## config.mk

```make
export PLATFORM = sky130hd
export DESIGN_NAME = psn_div_cell
export DESIGN_NICKNAME = d
export VERILOG_FILES = /design/src/rtl/core/psn_pkg.sv /design/src/rtl/core/psn_div_cell.sv
export SDC_FILE = /design/constraint.sdc
export NUM_CORES = 1
export LEC_CHECK = 0
export BUFFER_PORTS_ARGS = -buffer_cell sky130_fd_sc_hd__buf_2
export CAP_MARGIN = 5
export CORE_MARGIN = 2
export CORE_UTILIZATION = 30
export CTS_BUF_LIST = sky130_fd_sc_hd__clkbuf_16
export CTS_CLUSTER_SIZE = 8
export DETAILED_ROUTE_END_ITERATION = 7
export PLACE_DENSITY = 0.55
export RECOVER_POWER = 25
export SLEW_MARGIN = 20
export SYNTH_ARGS = -nofsm -noshare
export SYNTH_HDL_FRONTEND = slang
export SYNTH_SLANG_ARGS = --single-unit
```

## constraint.sdc

```tcl
create_clock -name clk -period 4.3 [get_ports clk]
set_input_delay 0.86 -clock clk [delete_from_list [all_inputs] [get_ports clk]]
set_output_delay 0.86 -clock clk [all_outputs]
set_load 0.005 [all_outputs]
```

## src/rtl/core/psn_pkg.sv

```systemverilog
// psn_pkg: shared types, widths and codes for the point to segment nearest block
// no dependencies
package psn_pkg;

    localparam int FRAC_BITS_DEF = 16;

    // divider row: 33 quotient bits, one per cell
    localparam int QW      = 33;
    localparam int FOOT_W  = 100;   // 2*|d|*t + l2 < 2^99
    localparam int DIST_W  = 97;    // |cross| * 2^31 < 2^97
    localparam int L2_W    = 66;
    localparam int ROOT_W  = 64;
    localparam int RAD_W   = 128;   // l2 * 2^62

    localparam logic [1:0] END_NONE   = 2'd0;
    localparam logic [1:0] END_FIRST  = 2'd1;
    localparam logic [1:0] END_SECOND = 2'd2;

    localparam logic [1:0] REG_SX = 2'd0;
    localparam logic [1:0] REG_SY = 2'd1;
    localparam logic [1:0] REG_EX = 2'd2;
    localparam logic [1:0] REG_EY = 2'd3;

    typedef enum logic [2:0] {
        CF_DIFF,
        CF_SQ,
        CF_SUM,
        CF_ROOT,
        CF_READY
    } cf_state_t;

    typedef enum logic {
        SQ_IDLE,
        SQ_RUN
    } sq_state_t;

    // per-beat control that rides alongside the divider row
    typedef struct packed {
        logic       vld;
        logic [1:0] taken;
        logic       behind;
        logic       sat;
    } side_t;

endpackage

```

## src/rtl/core/psn_div_cell.sv

```systemverilog
// psn_div_cell: one restoring division cell, settles one quotient bit per beat
// depends on psn_pkg
module psn_div_cell #(
    parameter int W   = psn_pkg::FOOT_W,
    parameter int BIT = 0
) (
    input  logic                       clk,
    input  logic                       en,
    input  logic [W-1:0]               divisor,
    input  logic [W-1:0]               rem_in,
    input  logic [psn_pkg::QW-1:0]     quo_in,
    output logic [W-1:0]               rem_reg,
    output logic [psn_pkg::QW-1:0]     quo_reg
);

    logic [W-1:0]           trial;
    logic [W-1:0]           rem_next;
    logic [psn_pkg::QW-1:0] quo_next;

    assign trial = divisor << BIT;

    always_comb
    begin
        rem_next = rem_in;
        quo_next = quo_in;
        if (rem_in >= trial)
        begin
            rem_next      = rem_in - trial;
            quo_next[BIT] = 1'b1;
        end
    end

    always_ff @(posedge clk)
    begin
        if (en)
        begin
            rem_reg <= rem_next;
            quo_reg <= quo_next;
        end
    end

endmodule

```

Yosys cells after proc, flatten, opt, wreduce, memory -nomap -nowiden
Cells that the tools add are included.
- flip-flop bits (word level): 133
- input bits: 235
- output and inout port bits: 133
- word-level logic and storage cells: 6
- $add $sub $neg: 1
- magnitude comparators: 1
- multiplexer cells: 1
- operators with widths (operator ; number):
    100-bit greater-or-equal comparator ; 1
    100-bit two-way mux ; 1
    100-bit subtractor ; 1

Depth between registers and ports, before layout
Gate-level depths: netlist of run 1.
- depth after elaboration: 2
- depth in mapped cells: 16
- mapped depth without buffers: 13

Worst setup path after synthesis of run 1
Ideal clock, no wire load.
- path type: input to register
- start point: input port rem_in[0]
- end point: register rem_reg[99], data pin
- setup time: 0.255 ns
- arrival: 3.606 ns
- required time: 4.045 ns
- path slack: 0.439 ns
- cell stages on the path: 13
- buffers on the path: 0
- path through: inv_1 ha_1 fa_1 nor2b_1 o2111ai_1 a21oi_1 o21ai_2 a2111oi_4 nor3_2 a311oi_2 o21ai_2 or4b_1 and3_1
- cells in the longest elaborated chain, start to end: 2
- elaborated cells on any way between the ends: 3
- those cells by class: add/sub: 1; order compare: 1; mux: 1
- RTL lines (element ; line ; text):
    start: declaration ; psn_div_cell.sv:10 ; input logic [W-1:0] rem_in,
    100-bit subtractor / 100-bit greater-or-equal comparator (equally long branches) ; psn_div_cell.sv:28, psn_div_cell.sv:26 ;
    100-bit two-way mux (*) ; psn_div_cell.sv:26 ; if (rem_in >= trial)
    named net rem_next[99] ; psn_div_cell.sv:17 ; logic [W-1:0] rem_next;
    end signal: assignment ; psn_div_cell.sv:37 ; rem_reg <= rem_next;
    end: declaration ; psn_div_cell.sv:12 ; output logic [W-1:0] rem_reg,
Mark *: on every way through the listed nets, which the timed path passes. The rest lies on a longest branch.
A chain may end at the register's enable or synchronous reset.

Worst setup path after layout of run 1
- start point: input port divisor[8]
- end point: register rem_reg[99], data pin
- cells in the longest elaborated chain, start to end: 2
- elaborated cells on any way between the ends: 3
- those cells by class: add/sub: 1; order compare: 1; mux: 1
- RTL lines (element ; line ; text):
    start: declaration ; psn_div_cell.sv:9 ; input logic [W-1:0] divisor,
    100-bit subtractor / 100-bit greater-or-equal comparator (equally long branches) ; psn_div_cell.sv:28, psn_div_cell.sv:26 ;
    100-bit two-way mux (*) ; psn_div_cell.sv:26 ;
    named net rem_next[99] ; psn_div_cell.sv:17 ;
Marks and branches as above.

==> results of run 1 <==
==> cells in the mapped netlist, types with 3 or more instances <==
cell / count / area, um^2
sky130_fd_sc_hd__nand2_1: 195 / 732
sky130_fd_sc_hd__a21oi_1: 155 / 776
sky130_fd_sc_hd__inv_1: 136 / 510
sky130_fd_sc_hd__edfxtp_1: 133 / 3990
sky130_fd_sc_hd__ha_1: 100 / 1250
sky130_fd_sc_hd__o21ai_0: 84 / 420
sky130_fd_sc_hd__nor2_1: 79 / 297
sky130_fd_sc_hd__o21ai_1: 69 / 345
sky130_fd_sc_hd__nand4_1: 53 / 332
sky130_fd_sc_hd__xnor2_1: 50 / 438
sky130_fd_sc_hd__a21o_1: 40 / 300
sky130_fd_sc_hd__buf_2: 38 / 190
sky130_fd_sc_hd__clkbuf_1: 36 / 135
sky130_fd_sc_hd__xor2_1: 36 / 315
sky130_fd_sc_hd__o21bai_1: 29 / 218
sky130_fd_sc_hd__nor3_1: 21 / 105
sky130_fd_sc_hd__and3_1: 16 / 100
sky130_fd_sc_hd__o31ai_1: 15 / 113
sky130_fd_sc_hd__a211oi_1: 14 / 105
sky130_fd_sc_hd__nand3_1: 14 / 70.1
sky130_fd_sc_hd__o21a_1: 12 / 90.1
sky130_fd_sc_hd__nand2b_1: 9 / 56.3
sky130_fd_sc_hd__or3_1: 9 / 56.3
sky130_fd_sc_hd__a31oi_1: 8 / 50.1
sky130_fd_sc_hd__nor2b_1: 8 / 50.1
sky130_fd_sc_hd__nor4_1: 7 / 43.8
sky130_fd_sc_hd__o211ai_1: 7 / 52.6
sky130_fd_sc_hd__or2_2: 7 / 43.8
sky130_fd_sc_hd__a211o_1: 6 / 52.6
sky130_fd_sc_hd__a21boi_0: 6 / 45.0
sky130_fd_sc_hd__mux2_1: 6 / 67.6
sky130_fd_sc_hd__o31a_1: 5 / 43.8
sky130_fd_sc_hd__a31o_2: 4 / 35.0
sky130_fd_sc_hd__and2_1: 4 / 25.0
sky130_fd_sc_hd__o2111ai_1: 4 / 35.0
sky130_fd_sc_hd__o221ai_1: 4 / 35.0
sky130_fd_sc_hd__buf_1: 3 / 11.3
sky130_fd_sc_hd__o41ai_1: 3 / 26.3
sky130_fd_sc_hd__or4_1: 3 / 22.5
==> placed cells by master (no fill, tap or decap), drive strengths merged, types with 4 or more instances in the layout <==
cell / n
nor2: 79
xnor2: 50
o31a: 5
clkinv: 5
and2: 4
clkbuf: 20
edfxtp: 133
a2111oi: 4
o31ai: 15
o21bai: 29
or4: 4
mux2: 6
o2111ai: 4
o21a: 12
nor3: 23
or2: 7
o221ai: 4
a211o: 6
a211oi: 14
o211ai: 7
ha: 100
a31o: 5
and3: 16
a31oi: 8
a21oi: 155
buf: 540
nand4: 54
nand2: 195
inv: 141
nor2b: 8
a21o: 40
nand2b: 9
or3: 9
xor2: 36
nor4: 7
nand3: 14
a21boi: 6
o21ai: 155
==> cell type report <==
cell class	count	area share, %
diodes	1	0.0155
clock buffers	17	2.63
clock inverters	15	1.10
inverters	137	3.18
multi-input cells	1122	44.6
flip-flops and latches	133	24.7
well taps	525	4.06
repair buffers	543	19.7
==> per-stage QoR <==
step / power, mW / TNS (ps) / area, um^2 / utilization (%) / worst slack (ps)
floorplan: 2.76 / 0 / 12000 / - / 439
global placement: 3.57 / -3590 / 15600 / 39.3 / -376
detailed placement: 3.58 / -3820 / 15600 / 39.3 / -365
CTS: 5.17 / 0 / 16200 / 40.8 / 142
global route: 5.43 / 0 / 16200 / 40.8 / 25.4
finish: 5.12 / 0 / 16200 / 40.8 / 236
==> kinds of logic after synthesis <==
logic type,Yosys count
DFF,133
xor gates and xnor gates,86
AOI/OAI and AO/OA,491
and+or+nand+nor,438
buffers and inverters,214
muxes,6
adders and majority gates,101
==> power by group <==
part | internal [mW] | leakage (nW) | switching [mW]
clock network | 0.913 | 0.286 | 0.645
logic | 0.818 | 5.97 | 1.05
registers | 1.65 | 1.30 | 0.0443
total | 3.38 | 7.56 | 1.74
==> how the worst max path moves through the flow <==
stage	endpoint	slack (ps)	cells past startpoint
floorplan	rem_reg[99]$_DFFE_PP_	440	13
global placement	rem_reg[89]$_DFFE_PP_	-380	13
detailed placement	rem_reg[93]$_DFFE_PP_	-360	13
CTS	rem_reg[93]$_DFFE_PP_	140	13
global route	rem_reg[93]$_DFFE_PP_	30	13
finish	rem_reg[99]$_DFFE_PP_	240	16
==> routing by layer <==
metal,part of all wire (%),wire [um],vias to the layer above,GRT usage [%]
li1,-,-,6277,-
met1,46,19800,5754,26.8
met2,47,20200,348,33.6
met3,5.1,2200,40,3.64
met4,1.7,729,4,5.80
met5,0.033,14,-,0
==> flow_summary.ini, run 1 <==
[status]
outcome = finished with violations
failing_checks = capacitance limit, slew limit

[grt]
number_of_antenna_violations_at_the_first_check_in_global_routing = 3
grt_pass1_vias = 12242
grt_first_pass_wirelength_mm = 65.8
grt_use_total_pct = 20.2
pin_count_of_the_biggest_net_entering_global_routing = 93
overflow = 0

[cells_and_area]
final_layout_size_suffix_gt1_share_pct = 30.6
multiInputGateArea_um2 = 7210
number_of_nets_in_the_finished_design = 2290
instances_no_fill = 2493
areaGrowthSynthToFinish_pct = 34.4
regArea_um2 = 3990
largest_reg_flops = 100
fill_cells = 4110

[clock_tree]
cts_num_sinks = 133
cts_max_path_buffers = 2
cts_tree = yes
clk_transition_reported_paths_ps = 70
post_cts_buffers = 0
post_cts_resized = 0
numCtsBuffers = 17
cts.root.buffer_cell = sky130_fd_sc_hd__clkbuf_16
htree_levels = 4
ctsHoldBuffers = 0

[timing]
hold_viol_final = 0
fin_crit_sh_pct = 94.5
unrepaired_setup_endpoints_after_global_routing = false
final_report_max_slew_violation_count = 136
timing.slew.headroom_pct = -23.5
fin_worst_hold_slack_ps = 568
timing.fmax_mhz = 246
timing_worst_slew_pin_value_ps = 1850
final.min_clock_period_ps = 4060
report.final.setup_viol = 0

[placed_design]
post-dp-hpwl_mm = 35.6
placement.io_buffers = 367
placer_s_final_routability_congestion_estimate = 0.892
post-place-cells = 2460

[hold_path]
hold_end = quo_reg[18]$_DFFE_PP_
timing.hold.worst_path_depth = 1
hold_start = quo_in[18]
hp-class = input port to flip-flop

[floorplan]
std_cell_rows = 73
core_region_area_um2 = 39600
floorplan.io_pins = 368
x_dimension_of_the_die_um = 204
floorplan.die_area_um2 = 41700
initial_core_util_pct = 30.3
die_height_um = 204

[routing]
routed_wire_length_per_instance_um = 17.2
average_via_count_per_standard_cell = 4.98
vias = 12423
drt_drc_violations_left = 0
ant_nets = 0
detail_route.first_pass.iterations = 5
detailedRoute.firstIterationViolations = 653
postRouteWirelength_mm = 42.9

[worst_setup_path]
worst_ep_arrival_time_ps = 4290
cp_max_fo = 4
cp_top_family = compound AO/OA/AOI/OAI gates
path_common_cell = sky130_fd_sc_hd__buf_4
timing.critical_path.from = divisor[8]
crit_type = input port to flip-flop
critPathCaptureType = flip-flop
worstPathBufferInverterCount = 5
setup.worst_path.start_class = input port
critPathSlowestCell = sky130_fd_sc_hd__o311ai_0
timing.critical_path.required_ps = 4530
slowest_delay_ps = 530
worstPathCellList = buf_2, inv_1, ha_1, buf_4, buf_4, a21oi_1, o21ai_0, a21oi_1, a31oi_1, o2111ai_1, buf_4, a21o_1, a2111oi_4, o311ai_0, or4b_1, and3_1

[synthesis]
synth_adder_area_share_pct = 10.6
synthesis.area_um2 = 12000
synth-async-reset-ratio_pct = 0
synth_cell_type_count = 73
post_synth_mux_area_share_pct = 0.562
synth_simple_gate_area_share_pct = 17.2
synth_edf_count = 133
synth.yosys.warnings = 0
synth_compound_area_share_pct = 25.2
ys_seq_elements = 133
largest_family_of_logic_cells_by_synthesized_area = compound AO/OA/AOI/OAI gates
commonest_register_cell_after_synthesis = sky130_fd_sc_hd__edfxtp_1
synth_sequential_area_ratio_pct = 33.2
syn-instance-count = 1469
yosys.area_share.xor_xnor_pct = 6.26
synthesis.area_per_instance_um2 = 8.19
post_syn_nets = 1805

[flow_run]
cap_viol_max_count = 2

[power_and_ir_drop]
leakage_nw = 7.56
ir_drop_uv = 237
power_density_nw_per_um2 = 317
(Power assumes the default switching activity.)
==> run 2: changes to the inputs <==
- CORE_UTILIZATION: 30 -> 53
- PLACE_DENSITY: 0.55 -> 0.86
- clock period: 4.3 -> 4.1 ns (I/O delays scaled with it)
==> run 2 against run 1 <==
Against the previous run: the run still ends with capacitance limit, slew limit left; cell count shrank 11%; first-iteration DRC count is 71% higher; power increased by 4.2%; clock power rose by 3%; combinational power increased by 4%; critical path depth fell by 3; critical path type unchanged; largest cell class unchanged.
==> flow_summary.ini, run 2 (same netlist as run 1, synthesis figures left out) <==
[status]
outcome = finished with violations
failing_checks = capacitance limit, slew limit

[routing]
ant_nets = 0
detailedRoute.firstIterationViolations = 1118
vias = 13159
average_via_count_per_standard_cell = 5.93
routed_wire_length_per_instance_um = 18.6
postRouteWirelength_mm = 41.3
drt_drc_violations_left = 0
detail_route.first_pass.iterations = 6

[grt]
grt_pass1_vias = 12784
overflow = 0
grt_use_total_pct = 33.7
number_of_antenna_violations_at_the_first_check_in_global_routing = 6
pin_count_of_the_biggest_net_entering_global_routing = 71
grt_first_pass_wirelength_mm = 64.4

[clock_tree]
numCtsBuffers = 17
ctsHoldBuffers = 0
cts_max_path_buffers = 2
clk_transition_reported_paths_ps = 80
post_cts_buffers = 0
cts.root.buffer_cell = sky130_fd_sc_hd__clkbuf_16
cts_tree = yes
htree_levels = 4
post_cts_resized = 0
cts_num_sinks = 133

[flow_run]
cap_viol_max_count = 2

[timing]
timing_worst_slew_pin_value_ps = 1820
fin_crit_sh_pct = 97.5
timing.fmax_mhz = 250
report.final.setup_viol = 0
hold_viol_final = 0
final.min_clock_period_ps = 4000
setup_ws_ps = 103
timing.slew.headroom_pct = -21.5
final_report_max_slew_violation_count = 136

[cells_and_area]
areaGrowthSynthToFinish_pct = 29.5
number_of_nets_in_the_finished_design = 2248
layout_common_cells = sky130_fd_sc_hd__buf_2, sky130_fd_sc_hd__nand2_1, sky130_fd_sc_hd__a21oi_1, sky130_fd_sc_hd__inv_1, sky130_fd_sc_hd__edfxtp_1
fill_cells = 1833
multiInputGateArea_um2 = 7200
mostFrequentLayoutCell = sky130_fd_sc_hd__buf_2
largest_reg_flops = 100
regArea_um2 = 3990
final_layout_size_suffix_gt1_share_pct = 29.2

[power_and_ir_drop]
internal_power_mw = 3.44
leakage_nw = 7.35
power_mw = 5.34
power_density_nw_per_um2 = 343
power_switching_share_pct = 35.6
switching_power_mw = 1.90
ir_drop_uv = 267
relative_contribution_of_sequential_cells_to_total_power_pct = 33.4
clockPowerShare_pct = 30.1
combinationalPowerShare_pct = 36.5

[placed_design]
preCtsSetupSlack_ps = -340
placement.io_buffers = 367
placer_s_final_routability_congestion_estimate = 0.933
post-dp-hpwl_mm = 33.3

[worst_setup_path]
cp_max_fo = 4
path_common_cell = sky130_fd_sc_hd__a21o_1
timing.critical_path.required_ps = 4290
crit_type = input port to flip-flop
critPathCaptureType = flip-flop
setup.worst_path.start_class = input port
critPathSlowestCell = sky130_fd_sc_hd__o311ai_0
slowest_delay_ps = 570
worstPathCellList = buf_2, inv_1, ha_1, a21o_1, a31o_1, o2111ai_1, a31oi_1, o2111ai_2, a21o_1, a2111oi_4, o311ai_0, or4b_1, and3_1
worst_ep_arrival_time_ps = 4190

[floorplan]
core_region_area_um2 = 22400
std_cell_rows = 55
initial_core_util_pct = 53.6
floorplan.io_pins = 368
die_height_um = 155
floorplan.die_area_um2 = 23900
x_dimension_of_the_die_um = 155

[hold_path]
hp-class = input port to flip-flop
[run 2: changes by cell type in the layout (fill, tap and decap cells not counted), sizes merged]
cell    change
buf        -41
diode       +7
inv         +6
clkinv      -4
bufinv      -2
clkbuf      -1
[run 2: layer usage]
metal  track usage, %  wire length [um]  up-vias
met1             44.2             17100     6064
li1                 -                 -     6220
met4             13.2              1450        0
met5                0                 0        -
met2             56.3             19200      752
met3             5.10              3530      123
[run 2: worst paths after layout]
| check | depth (start not counted) | startpoint | slack [ps] | to |
|---|---|---|---|---|
| setup / recovery | 13 | divisor[4] | 100 | rem_reg[99]$_DFFE_PP_ |
| hold / removal | 1 | quo_in[14] | 550 | quo_reg[14]$_DFFE_PP_ |
[run 2: final cells by class]
class,count,share of cell area [%]
diodes,8,0.129
clock buffers,17,2.73
clock inverters,15,1.00
inverters,137,3.30
multi-input cells,1122,46.3
flip-flops and latches,133,25.6
well taps,285,2.29
repair buffers,501,18.6
[run 2: power by group through the flow]
| stage | clock (mW) | sequential (mW) | combinational, mW |
|---|---|---|---|
| final | 1.61 | 1.78 | 1.95 |
| after global routing | 1.67 | 1.80 | 2.13 |
| after CTS | 1.62 | 1.78 | 1.92 |
| after detailed placement | 0 | 1.81 | 1.90 |
| after global placement | 0 | 1.80 | 1.86 |
| after floorplan | 0 | 1.83 | 1.06 |
[run 2: per-stage QoR]
| step | hold slack (ps) | TNS [ps] | util, % | instance area, um^2 | instances |
|---|---|---|---|---|---|
| global route | 541 | -14.5 | 69.4 | 15600 | 2216 |
| global placement | 996 | -1630 | 66.8 | 15000 | 2178 |
| CTS | 541 | 0 | 69.4 | 15600 | 2210 |
| finish | 553 | 0 | 69.4 | 15600 | 2218 |
| floorplan | 919 | 0 | - | 12000 | 1469 |
| detailed placement | 998 | -4590 | 66.8 | 15000 | 2178 |
[run 2: critical path, delay by kind of cell]
family | cells | cell delay [ps]
adder cells (fa/ha/maj) | 1 | 340
AO/OA/AOI/OAI | 8 | 2190
buffers and inverters | 2 | 130
AND/OR/NAND/NOR | 2 | 690
