## src/rtl/core/psn_pkg.sv

```systemverilog
// psn_pkg: shared types, widths and codes for the point to segment nearest block
// no dependencies
package psn_pkg;

    localparam int FRAC_BITS_DEF = 16;

    // divider row: 33 quotient bits, one per cell
    localparam int QW      = 33;
    localparam int FOOT_W  = 100;   // 2*|d|*t + l2 < 2^99
    localparam int DIST_W  = 97;    // |cross| * 2^31 < 2^97
    localparam int L2_W    = 66;
    localparam int ROOT_W  = 64;
    localparam int RAD_W   = 128;   // l2 * 2^62

    localparam logic [1:0] END_NONE   = 2'd0;
    localparam logic [1:0] END_FIRST  = 2'd1;
    localparam logic [1:0] END_SECOND = 2'd2;

    localparam logic [1:0] REG_SX = 2'd0;
    localparam logic [1:0] REG_SY = 2'd1;
    localparam logic [1:0] REG_EX = 2'd2;
    localparam logic [1:0] REG_EY = 2'd3;

    typedef enum logic [2:0] {
        CF_DIFF,
        CF_SQ,
        CF_SUM,
        CF_ROOT,
        CF_READY
    } cf_state_t;

    typedef enum logic {
        SQ_IDLE,
        SQ_RUN
    } sq_state_t;

    // per-beat control that rides alongside the divider row
    typedef struct packed {
        logic       vld;
        logic [1:0] taken;
        logic       behind;
        logic       sat;
    } side_t;

endpackage

```

## src/rtl/core/psn_isqrt.sv

```systemverilog
// psn_isqrt: bit-pair integer square root of l2 * 2^62, two radicand bits per cycle
// depends on psn_pkg
module psn_isqrt (
    input  logic                          clk,
    input  logic                          rst_n,
    input  logic                          start,
    input  logic [psn_pkg::L2_W-1:0]      l2,
    output logic [psn_pkg::ROOT_W-1:0]    root,
    output logic                          done
);

    localparam int RW = psn_pkg::ROOT_W + 4;
    localparam int CW = $clog2(psn_pkg::ROOT_W);

    psn_pkg::sq_state_t              state_reg, state_next;
    logic [psn_pkg::RAD_W-1:0]       rad_reg, rad_next;
    logic [RW-1:0]                   rem_reg, rem_next;
    logic [psn_pkg::ROOT_W-1:0]      root_reg, root_next;
    logic [CW-1:0]                   cnt_reg, cnt_next;
    logic [RW-1:0]                   shifted;
    logic [RW-1:0]                   trial;

    always_ff @(posedge clk or negedge rst_n)
    begin
        if (!rst_n)
        begin
            state_reg <= psn_pkg::SQ_IDLE;
            cnt_reg   <= '0;
        end
        else
        begin
            state_reg <= state_next;
            cnt_reg   <= cnt_next;
        end
    end

    always_ff @(posedge clk)
    begin
        rad_reg  <= rad_next;
        rem_reg  <= rem_next;
        root_reg <= root_next;
    end

    assign shifted = {rem_reg[RW-3:0], rad_reg[psn_pkg::RAD_W-1 -: 2]};
    assign trial   = {2'b00, root_reg, 2'b01};

    always_comb
    begin
        state_next = state_reg;
        rad_next   = rad_reg;
        rem_next   = rem_reg;
        root_next  = root_reg;
        cnt_next   = cnt_reg;
        if (start)
        begin
            state_next = psn_pkg::SQ_RUN;
            rad_next   = {l2, {(psn_pkg::RAD_W - psn_pkg::L2_W){1'b0}}};
            rem_next   = '0;
            root_next  = '0;
            cnt_next   = '1;
        end
        else
        begin
            unique case (state_reg)
                psn_pkg::SQ_RUN:
                begin
                    rad_next = rad_reg << 2;
                    if (shifted >= trial)
                    begin
                        rem_next  = shifted - trial;
                        root_next = {root_reg[psn_pkg::ROOT_W-2:0], 1'b1};
                    end
                    else
                    begin
                        rem_next  = shifted;
                        root_next = {root_reg[psn_pkg::ROOT_W-2:0], 1'b0};
                    end
                    cnt_next = cnt_reg - 1'b1;
                    if (cnt_reg == '0)
                        state_next = psn_pkg::SQ_IDLE;
                end
                psn_pkg::SQ_IDLE:
                begin
                end
                default:
                begin
                    state_next = psn_pkg::SQ_IDLE;
                end
            endcase
        end
    end

    assign root = root_reg;
    assign done = (state_reg == psn_pkg::SQ_IDLE) && !start;

endmodule
```

## config.mk

```make
export PLATFORM = sky130hd
export DESIGN_NAME = psn_isqrt
export DESIGN_NICKNAME = d
export VERILOG_FILES = /design/src/rtl/core/psn_pkg.sv /design/src/rtl/core/psn_isqrt.sv
export SDC_FILE = /design/constraint.sdc
export NUM_CORES = 1
export LEC_CHECK = 0
export ABC_AREA = 1
export BUFFER_PORTS_ARGS = -buffer_cell sky130_fd_sc_hd__buf_4
export CELL_PAD_IN_SITES_DETAIL_PLACEMENT = 1
export CELL_PAD_IN_SITES_GLOBAL_PLACEMENT = 1
export CORE_ASPECT_RATIO = 1.75
export CORE_MARGIN = 10
export CORE_UTILIZATION = 35
export CTS_CLUSTER_SIZE = 24
export DETAILED_ROUTE_END_ITERATION = 16
export PLACE_DENSITY = 0.81
export SKIP_LAST_GASP = 1
export SYNTH_ARGS = -nofsm -noshare
export SYNTH_HDL_FRONTEND = slang
export SYNTH_SLANG_ARGS = --single-unit
```

## constraint.sdc

```tcl
create_clock -name clk -period 3 [get_ports clk]
set_clock_uncertainty 0.05 [all_clocks]
set_input_delay 0.9 -clock clk [delete_from_list [all_inputs] [get_ports clk]]
set_output_delay 0.9 -clock clk [all_outputs]
set_load 0.01 [all_outputs]
```

# After elaboration in Yosys (flattened, before gate mapping)
# Cells that the tools add are included.
# totals
reg_bits	203
in_bits	69
output_inout_bits	65
elab_cells	22
# classes
magnitude_cmp	1
n_mux	9
bitwise_logic	1
n_reduce_logical	4
addsub	2
# ops
operator	n
128-bit 2-to-1 mux	2
68-bit by 66-bit >= comparator with 1-bit output	1
66-bit 2-to-1 mux	1
66-bit subtractor	1
6-bit 2-to-1 mux	2
6-bit logical NOT	1
6-bit by 1-bit subtractor with 6-bit output (second input constant)	1
1-bit 2-to-1 mux	4
2-bit nonzero test	1
1-bit logical AND	1
1-bit logical NOT	1
1-bit NOT	1

# Longest topological paths before layout
# Gate-level depths: netlist of the first run.
# logic_depth
depth_word	4
mapped_depth	20
ltp_nobuf	19

# Worst setup path after synthesis of the first run
# Ideal clock, no wire load.
# synth_timing
kind	input to register
startpoint	input start
endpoint	register rad_reg[100] (netlist bit) (enable)
setup_time_ns	0.456
stages	3
arrival_time_ns	3.072
slack_ns	-0.579
path_cell_list	nor2_1 inv_2 buf_1
# synth_via
elab_chain_len	1
# synth_lines
item	line	rtl
start, declared	psn_isqrt.sv:6	input logic start,
2-bit nonzero test (no source line)	-	
end signal, assigned	psn_isqrt.sv:39	rad_reg <= rad_next;
end, declared	psn_isqrt.sv:16	logic [psn_pkg::RAD_W-1:0] rad_reg, rad_next;
# No other way between the ends.
# A chain may end at the register's enable or synchronous reset.

# Worst setup path in the final report of the first run
# layout_timing
startpoint	register root_reg (netlist bit root[11])
endpoint	register rem_reg[12]
# layout_via
elab_chain_len	2
# layout_lines
item	line	rtl
start, declared	psn_isqrt.sv:18	logic [psn_pkg::ROOT_W-1:0] root_reg, root_next;
start signal, assigned	psn_isqrt.sv:41	root_reg <= root_next;
68-bit by 66-bit >= comparator with 1-bit output	psn_isqrt.sv:68	if (shifted >= trial)
66-bit 2-to-1 mux	psn_isqrt.sv:68	
end signal, assigned	psn_isqrt.sv:40	rem_reg <= rem_next;
end, declared	psn_isqrt.sv:17	logic [RW-1:0] rem_reg, rem_next;
# No other way between the ends.

==> results of run 1 <==
[cell families (layout without fill, tap and decap cells)]
| kind of cell | count (synthesis) | in the layout |
|---|---|---|
| AO/OA/AOI/OAI | 197 | 197 |
| XOR/XNOR | 32 | 32 |
| adder cells (fa/ha/maj) | 68 | 68 |
| buffers and inverters | 452 | 646 |
| flip-flops | 203 | 203 |
| AND/OR/NAND/NOR | 1291 | 1291 |
[per-layer routing]
| layer | GRT usage, % | part of all wire, % | vias up |
|---|---|---|---|
| met4 | 15.21 | 6.9 | 0 |
| met5 | 0 | 0 | - |
| met2 | 47.75 | 55 | 323 |
| met1 | 23.66 | 35 | 7182 |
| li1 | - | - | 7416 |
| met3 | 2.984 | 3.2 | 152 |
[repair_timing]
| action | CTS | global route |
|---|---|---|
| endpoints found under the setup margin | 9 | 67 |
| pin swaps | 0 | 1 |
| gates resized for setup | 3 | 24 |
[Yosys cell counts (11+ instances only)]
library cell | instances | area share (%)
inv_2 | 16 | 0.42
nand3_1 | 144 | 5.1
o22ai_1 | 64 | 2.8
nand4_1 | 73 | 3.2
nor3_1 | 14 | 0.49
xor2_1 | 21 | 1.3
ha_1 | 68 | 6.0
edfxtp_1 | 66 | 14
nor2_1 | 170 | 4.5
inv_1 | 364 | 9.6
o21bai_1 | 12 | 0.63
o21ai_0 | 34 | 1.2
dfxtp_1 | 130 | 18
clkbuf_1 | 48 | 1.3
xnor2_1 | 11 | 0.68
a21oi_1 | 66 | 2.3
nand2_1 | 851 | 23
[cell usage in the layout (no fill, tap or decap), types with 7 or more instances in the layout]
master     count
o21bai_1      12
dfxtp_1      130
nand4_1       73
o22ai_1       64
nor2_1       166
xnor2_1       11
nor2_2         9
inv_2         14
inv_1        364
clkbuf_16     23
xor2_1        21
nor3_1        12
buf_12         8
nand3b_1       8
nand2_2        7
clkinv_1       8
buf_4        214
ha_1          61
nand2_1      850
o21ai_0       34
edfxtp_1      66
nand3_1      141
a21oi_1       65
[area by class of cell]
cell class | count | area, um2 | area share [%]
clock buffers | 27 | 610.6 | 3.557
clock inverters | 13 | 136.4 | 0.7944
inverters | 382 | 1438 | 8.374
multi-input cells | 1588 | 7814 | 45.51
flip-flops and latches | 203 | 4761 | 27.73
well taps | 495 | 619.3 | 3.608
repair buffers | 224 | 1789 | 10.42
[how the worst max path moves through the flow]
| stage | from | end | slack (ns) | depth (start not counted) |
|---|---|---|---|---|
| finish | root[11]$_SDFFE_PP0P_ | rem_reg[12]$_SDFFE_PP0P_ | 0.14 | 19 |
| global placement | root[51]$_SDFFE_PP0P_ | rem_reg[60]$_SDFFE_PP0P_ | -0.21 | 15 |
| global route | root[24]$_SDFFE_PP0P_ | rem_reg[1]$_SDFFE_PP0P_ | -0.04 | 16 |
| CTS | root[11]$_SDFFE_PP0P_ | rem_reg[12]$_SDFFE_PP0P_ | -0.02 | 19 |
| detailed placement | root[51]$_SDFFE_PP0P_ | rem_reg[60]$_SDFFE_PP0P_ | -0.16 | 15 |
| floorplan | start | rad_reg[100]$_DFFE_PN_ | 0.38 | 3 |
[worst reg2reg max path: stages (launching register included)]
cell and delay (ns):
dfxtp_1 0.33, inv_1 0.07, ha_1 0.37, nand2_1 0.12
inv_2 0.07, nand2_1 0.14, nor2_4 0.16, nand4_1 0.18
nand3_2 0.16, buf_12 0.12, nand2_1 0.08, nand3_4 0.12
nand2_8 0.09, nand2_8 0.14, buf_12 0.18, buf_4 0.14
nand3_1 0.06, nand3_1 0.10, nand2_1 0.05, inv_1 0.07
[power by group through the flow]
stage / registers, mW / logic [mW] / clock network, mW
2_1_floorplan: 3.54 / 8.55 / 0
3_3_place_gp: 3.63 / 13.6 / 0
3_5_place_dp: 3.64 / 13.8 / 0
4_1_cts: 3.59 / 13.9 / 2.97
5_1_grt: 3.65 / 15.5 / 3.08
6_report: 3.60 / 14.1 / 2.89
==> results by group, run 1 <==
Drt
  – Initial drt markers: 621
  – # DRC: 0
  – Number of vias per cell: 5.141
  – Vias: 15070
  – Avg WL per Cell: 20.87 um
  – Final ANT Viol Nets: 0
  – TritonRoute pass-1 iters: 5
  – Routed WL: 61210 um

Synth
  – Post-synthesis simple-gate area fraction: 37.89%
  – Syn avg cell area: 6.327 um2
  – Yosys warns: 0
  – Synth async-reset ratio: between 3 and 4%
  – Synth unique cells: 47
  – Dominant synthesized flop cell: dfxtp_1
  – Adder-cell share of the synthesized area: 5.995%
  – Seq/Total Area, Yosys: 33.54%
  – Largest family of logic cells by synthesized area: simple AND/OR/NAND/NOR gates
  – Synthesized cell area: approximately 14000 um2
  – Mux cell area share after synthesis: 0%
  – Compound-cell area share of the yosys netlist: 8.173%
  – XOR/XNOR Fraction of Synth Area: 1.975%
  – EDFF count, synth: 66
  – Register bit total from synthesis: 203
  – Syn Nets: 2380
  – Cells after Synth: roughly 2200

Timing
  – Slew @ Worst Pin: 0.7336 ns
  – Slew Limit Fails: 0
  – Setup ws final: between 0.1 and 0.15 ns
  – Setup TNS: 0 ns
  – Worst slew margin: just over 50%
  – Final Hold Fails: 0
  – Period utilization: approximately 95%
  – Setup-failing EPs final: 0
  – Achievable frequency: 350.0 MHz
  – Final min period: 2.857 ns
  – Unrepaired setup endpoints after global routing: yes
  – Hold slack: between 0.1 and 0.15 ns

Pwr
  – LEAKAGE: between 9 and 10 nW
  – Tot Pwr: slightly above 20 mW
  – Sequential power share: 17.5%
  – Clk pwr share: 14.1%
  – Gate power share: about two thirds
  – Peak VDD IR: just under 500 uV
  – Power density over the cells: approximately 1200 nW/um2
  – P_int: just under 10 mW
  – Switching share of total power: 52.76%
  – Switching power: 10.86 mW

Floorplanning
  – # IOs: 134
  – Std cell rows: 97
  – Initial core utilization: 35.43%
  – Die W: 172.2 um
  – Die Area: 49320 um2
  – Die span in y: about 290 um
  – Core ar.: between 40000 and 50000 um2

Clock tree
  – Root Buffer: clkbuf_16
  – Number of H-tree levels: 1
  – Worst-skew pair later-pin latency: ~0.54 ns
  – Post-CTS Setup Bufs: 0
  – Clock transition at path regs: 0.06 ns
  – Cts bufs inserted: 22
  – CTS tree: built
  – Cts hold-fix bufs: 0
  – Clock Tree Buf Depth: 3
  – Clk sinks: ~200

Worst setup path
  – Data arrival, critical path: 3.29 ns
  – Slowest CP cell: ha_1
  – WP buf/inv: 6
  – Crit path top cell by count: nand2_1
  – Critical-path cell list: inv_1, ha_1, nand2_1, inv_2, nand2_1, nor2_4, nand4_1, nand3_2, buf_12, nand2_1, nand3_4, nand2_8, nand2_8, buf_12, buf_4, nand3_1, nand3_1, nand2_1, inv_1
  – Reg2reg setup slack: 0.14 ns
  – Critical Path Fanout Max: 20
  – FF-to-FF End: rem_reg[12]$_SDFFE_PP0P_
  – RR Startpoint: root[11]$_SDFFE_PP0P_
  – Worst r2r path cells: 19
  – Critical path class: reg -> reg
  – WP data required: 3.44 ns
  – Max incr delay on CP: 0.37 ns
  – Crit path launch type: flip-flop
  – Critical Path Sink Type: flip-flop
  – Delay-heaviest family, CP: simple AND/OR/NAND/NOR gates

Flow run
  – Max Cap Violations: 0

Cells and area
  – Share of layout cells above drive strength 1: 13.09%
  – Util after Layout: around 43%
  – Fillers: ~5300
  – ANT cells: 0
  – Nets: 2558
  – Area delta synth->final: 20.98%
  – Post-route design area: 17170 um2
  – Non-Filler Instances: between 2000 and 3000

Placement
  – IO buf count: 133
  – Placed Instances: 2892
  – Placed inst area: between 15000 and 20000 um2
  – Detailed Place HPWL: 50180 um
  – Place WS: -0.1607 ns
  – Placer congestion estimate: 0.9918

GRT
  – Largest net degree at the start of global routing: 130
  – Vias in the first global route: 16350
  – First-pass GRT wire length: 93230 um
  – GRT Overall Usage: 24.64%
  – Antenna violations before repair: 0
  – Global route overflow: 0

Hold path
  – HP Class: in -> async

Outcome
  – Outcome: complete, no violations
No activity file was read; power rests on OpenSTA's default activity.
==> inputs of run 2 (changes only) <==
Settings changed: ABC_AREA 1 to not set, PLACE_DENSITY 0.81 to 0.77, SLEW_MARGIN set to 10.
==> run 2 against run 1 <==
Net effect: cell area grew 11%; total power grew 15%; highest routed layer unchanged; cell count shrank 22%; register-to-register slack lost 0.42 ns; the flow now finishes with violations (negative setup slack).
==> results by group, run 2 <==
Worst setup path
  – WP buf/inv: 2 (was 6)
  – Max incr delay on CP: 0.43 ns (was 0.37 ns)
  – Critical-path cell list: inv_1, ha_4, buf_4, nand2_2, o21ai_1, a31oi_1, nor3_1, nor4_2, o41ai_4, a41oi_2, nor2_1, a2111o_1, o211ai_1, a21oi_1 (was inv_1, ha_1, nand2_1, inv_2, nand2_1, nor2_4, nand4_1, nand3_2, buf_12, nand2_1, nand3_4, nand2_8, nand2_8, buf_12, buf_4, nand3_1, nand3_1, nand2_1, inv_1)
  – Critical Path Fanout Max: 5 (was 20)
  – Critical Path Sink Type: flip-flop (unchanged)
  – Critical path class: reg -> reg (unchanged)
  – Slowest CP cell: nor4_2 (was ha_1)
  – Crit path launch type: flip-flop (unchanged)
  – WP data required: 3.36 ns (was 3.44 ns)
  – Delay-heaviest family, CP: compound AO/OA/AOI/OAI gates (was simple AND/OR/NAND/NOR gates)
  – Data arrival, critical path: 3.64 ns (was 3.29 ns)

Clock tree
  – Number of H-tree levels: 1 (unchanged)
  – CTS tree: built (unchanged)
  – Clk sinks: 203 (unchanged)
  – Clock transition at path regs: 0.07 ns (was 0.06 ns)
  – Cts bufs inserted: 22 (unchanged)
  – Clock Tree Buf Depth: 3 (unchanged)
  – Root Buffer: clkbuf_16 (unchanged)
  – Worst-skew pair later-pin latency: 0.54 ns (about the same)
  – Cts hold-fix bufs: 0 (unchanged)

Cells and area
  – Area delta synth->final: 56.26% (was 20.98%)
  – Share of layout cells above drive strength 1: 50.44% (was 13.09%)
  – Nets: 1950 (was 2558)
  – ANT cells: 0 (unchanged)
  – Most frequent cells in the layout: buf_4 (452), nor2_1 (176), dfxtp_1 (84) (was nand2_1 (850), inv_1 (364), buf_4 (214))
  – Commonest non-fill, non-tap cell in the layout: buf_4 (was nand2_1)

Drt
  – Vias: 13040 (was 15070)
  – Avg WL per Cell: 24.18 um (was 20.87 um)
  – Final ANT Viol Nets: 0 (unchanged)
  – Routed WL: 55330 um (was 61210 um)
  – # DRC: 0 (unchanged)
  – TritonRoute pass-1 iters: 5 (unchanged)
  – Number of vias per cell: 5.701 (was 5.141)
  – Initial drt markers: 719 (was 621)

Pwr
  – P_int: 12.90 mW (was 9.724 mW)
  – Switching power: 10.81 mW (was 10.86 mW)
  – Tot Pwr: 23.72 mW (was 20.58 mW)
  – LEAKAGE: 8.505 nW (was 9.143 nW)
  – Sequential power share: 15.7% (was 17.5%)
  – Peak VDD IR: 634.4 uV (was 480.2 uV)
  – Gate power share: 71.5% (was 68.4%)
  – Switching share of total power: 45.60% (was 52.76%)
  – Power density over the cells: 1240 nW/um2 (was 1199 nW/um2)
  – Clk pwr share: 12.8% (was 14.1%)

Synth
  – Yosys warns: 0 (unchanged)
  – Cell taking the most area after synthesis: dfxtp_1 (was nand2_1)
  – Area share of the leading cell type in the synthesized netlist: 21.27% (was 22.51%)
  – Synthesized cell area: 12240 um2 (was 14190 um2)
  – Synth async-reset ratio: 3.448% (unchanged)
  – Count leader, synth: nor2_1 (was nand2_1)
  – Post-synth top cells: nor2_1 (213), a21oi_1 (130), dfxtp_1 (130), inv_1 (86), nand2_1 (86) (was nand2_1 (851), inv_1 (364), nor2_1 (170), nand3_1 (144), dfxtp_1 (130))
  – Syn avg cell area: 8.893 um2 (was 6.327 um2)
  – Synth unique cells: 62 (was 47)
  – Register bit total from synthesis: 203 (unchanged)
  – Seq/Total Area, Yosys: 38.90% (was 33.54%)
  – Synth top area cells: dfxtp_1 (21%), edfxtp_1 (16%), ha_1 (7.0%), nor2_1 (6.5%), mux2_2 (6.1%) (was nand2_1 (23%), dfxtp_1 (18%), edfxtp_1 (14%), inv_1 (9.6%), ha_1 (6.0%))
  – EDFF count, synth: 66 (unchanged)
  – Cells after Synth: 1376 (was 2243)
  – Dominant synthesized flop cell: dfxtp_1 (unchanged)
  – Syn Nets: 1513 (was 2380)

Flow run
  – Max Cap Violations: 0 (unchanged)

GRT
  – First-pass GRT wire length: 71320 um (was 93230 um)
  – Vias in the first global route: 13780 (was 16350)
  – Largest net degree at the start of global routing: 114 (was 130)
  – Global route overflow: 0 (unchanged)
  – Antenna violations before repair: 0 (unchanged)
  – GRT Overall Usage: 20.11% (was 24.64%)

Placement
  – Detailed Place HPWL: 31690 um (was 50180 um)
  – Placer congestion estimate: 0.9367 (was 0.9918)
  – IO buf count: 133 (unchanged)

Floorplanning
  – # IOs: 134 (unchanged)
  – Std cell rows: 90 (was 97)
  – Die span in y: 267.4 um (was 286.4 um)
  – Initial core utilization: 35.40% (was 35.43%)
  – Die W: 161.3 um (was 172.2 um)
  – Die Area: 43140 um2 (was 49320 um2)
  – Core ar.: 34570 um2 (was 40050 um2)

Hold path
  – HP Class: in -> async (unchanged)

Timing
  – Achievable frequency: 305.0 MHz (was 350.0 MHz)
  – Setup TNS: -7.996 ns (was 0 ns)
  – Slew @ Worst Pin: 0.8060 ns (was 0.7336 ns)
  – Final min period: 3.279 ns (was 2.857 ns)
  – Setup-failing EPs final: 64 (was 0)
  – Worst slew margin: 46.26% (was 51.10%)
  – Final Hold Fails: 0 (unchanged)
  – Unrepaired setup endpoints after global routing: yes (unchanged)
  – Setup ws final: -0.2791 ns (was 0.1432 ns)
  – Period utilization: 109.3% (was 95.23%)
  – Slew Limit Fails: 0 (unchanged)

Outcome
  – Failing checks: negative setup slack
  – Outcome: finished, violations left (was complete, no violations)
==> run 2: power groups by stage <==
stage / Combinational [mW] / Clock [mW] / Sequential, mW
after floorplan: 6.59 / 0 / 3.58
after global routing: 17.7 / 3.20 / 3.75
final: 17.0 / 3.03 / 3.72
after CTS: 12.7 / 3.07 / 3.61
after global placement: 10.7 / 0 / 3.58
after detailed placement: 11.1 / 0 / 3.61
==> run 2: area by class of cell <==
cell class                      instances  area (um2)
Sequential cell                       203        4821
Multi-Input combinational cell       1012        8660
Clock inverter                         12       171.4
Clock buffer                           27       603.1
Inverter                               86       326.6
Tap cell                              460       575.6
Timing Repair Buffer                  488        3964
Fill cell                            3821       15450
==> run 2: logic make-up after synthesis <==
logic type               count (synthesis)  share of synthesized area, %
flip-flops                             203                         38.90
multiplexers                           136                         11.80
AND/OR/NAND/NOR                        387                         13.48
buffers and inverters                  161                         5.501
XOR/XNOR                                62                         4.438
adder cells (fa/ha/maj)                 68                         6.953
AO/OA/AOI/OAI                          359                         18.94
==> run 2: timing repair <==
action                     4_1_cts  5_1_grt
gates resized for setup        152      276
buffers inserted                20       25
setup endpoints to repair       67       67
pin swaps                       52      133
gates cloned                     1        6
==> run 2: final timing paths <==
| kind | startpoint | end | slack (ns) | depth (start not counted) |
|---|---|---|---|---|
| worst max-delay path | root[21]$_SDFFE_PP0P_ | rem_reg[65]$_SDFFE_PP0P_ | -0.28 | 14 |
| worst min-delay path | rst_n | state_reg$_DFF_PN0_ | 0.11 | 1 |
| worst max register to register | root[21]$_SDFFE_PP0P_ | rem_reg[65]$_SDFFE_PP0P_ | -0.28 | 14 |
| worst min register to register | rem_reg[35]$_SDFFE_PP0P_ | rem_reg[35]$_SDFFE_PP0P_ | 0.49 | 2 |
| max in group asynchronous | rst_n | state_reg$_DFF_PN0_ | 2.66 | 1 |
| min in group clk | rem_reg[35]$_SDFFE_PP0P_ | rem_reg[35]$_SDFFE_PP0P_ | 0.49 | 2 |
==> run 2: per-layer routing <==
metal | part of all wire [%] | GRT usage [%]
met1 | 35 | 18.73
met2 | 53 | 38.34
met3 | 5.5 | 4.458
met4 | 7.1 | 12.93
met5 | 0 | 0
==> run 2: through the flow <==
stage	area [um2]	setup WS, ns	hold WS (ns)	util [%]	std cells
after floorplan	12250	0.009627	0.4032	-	1376
after global placement	15850	-0.4394	0.4325	45.86	2201
after detailed placement	15850	-0.5187	0.4574	45.86	2201
after CTS	17570	-0.05443	0.1056	50.83	2259
after global routing	19120	-0.4018	0.1083	55.31	2288
final	19120	-0.2791	0.1072	55.31	2288
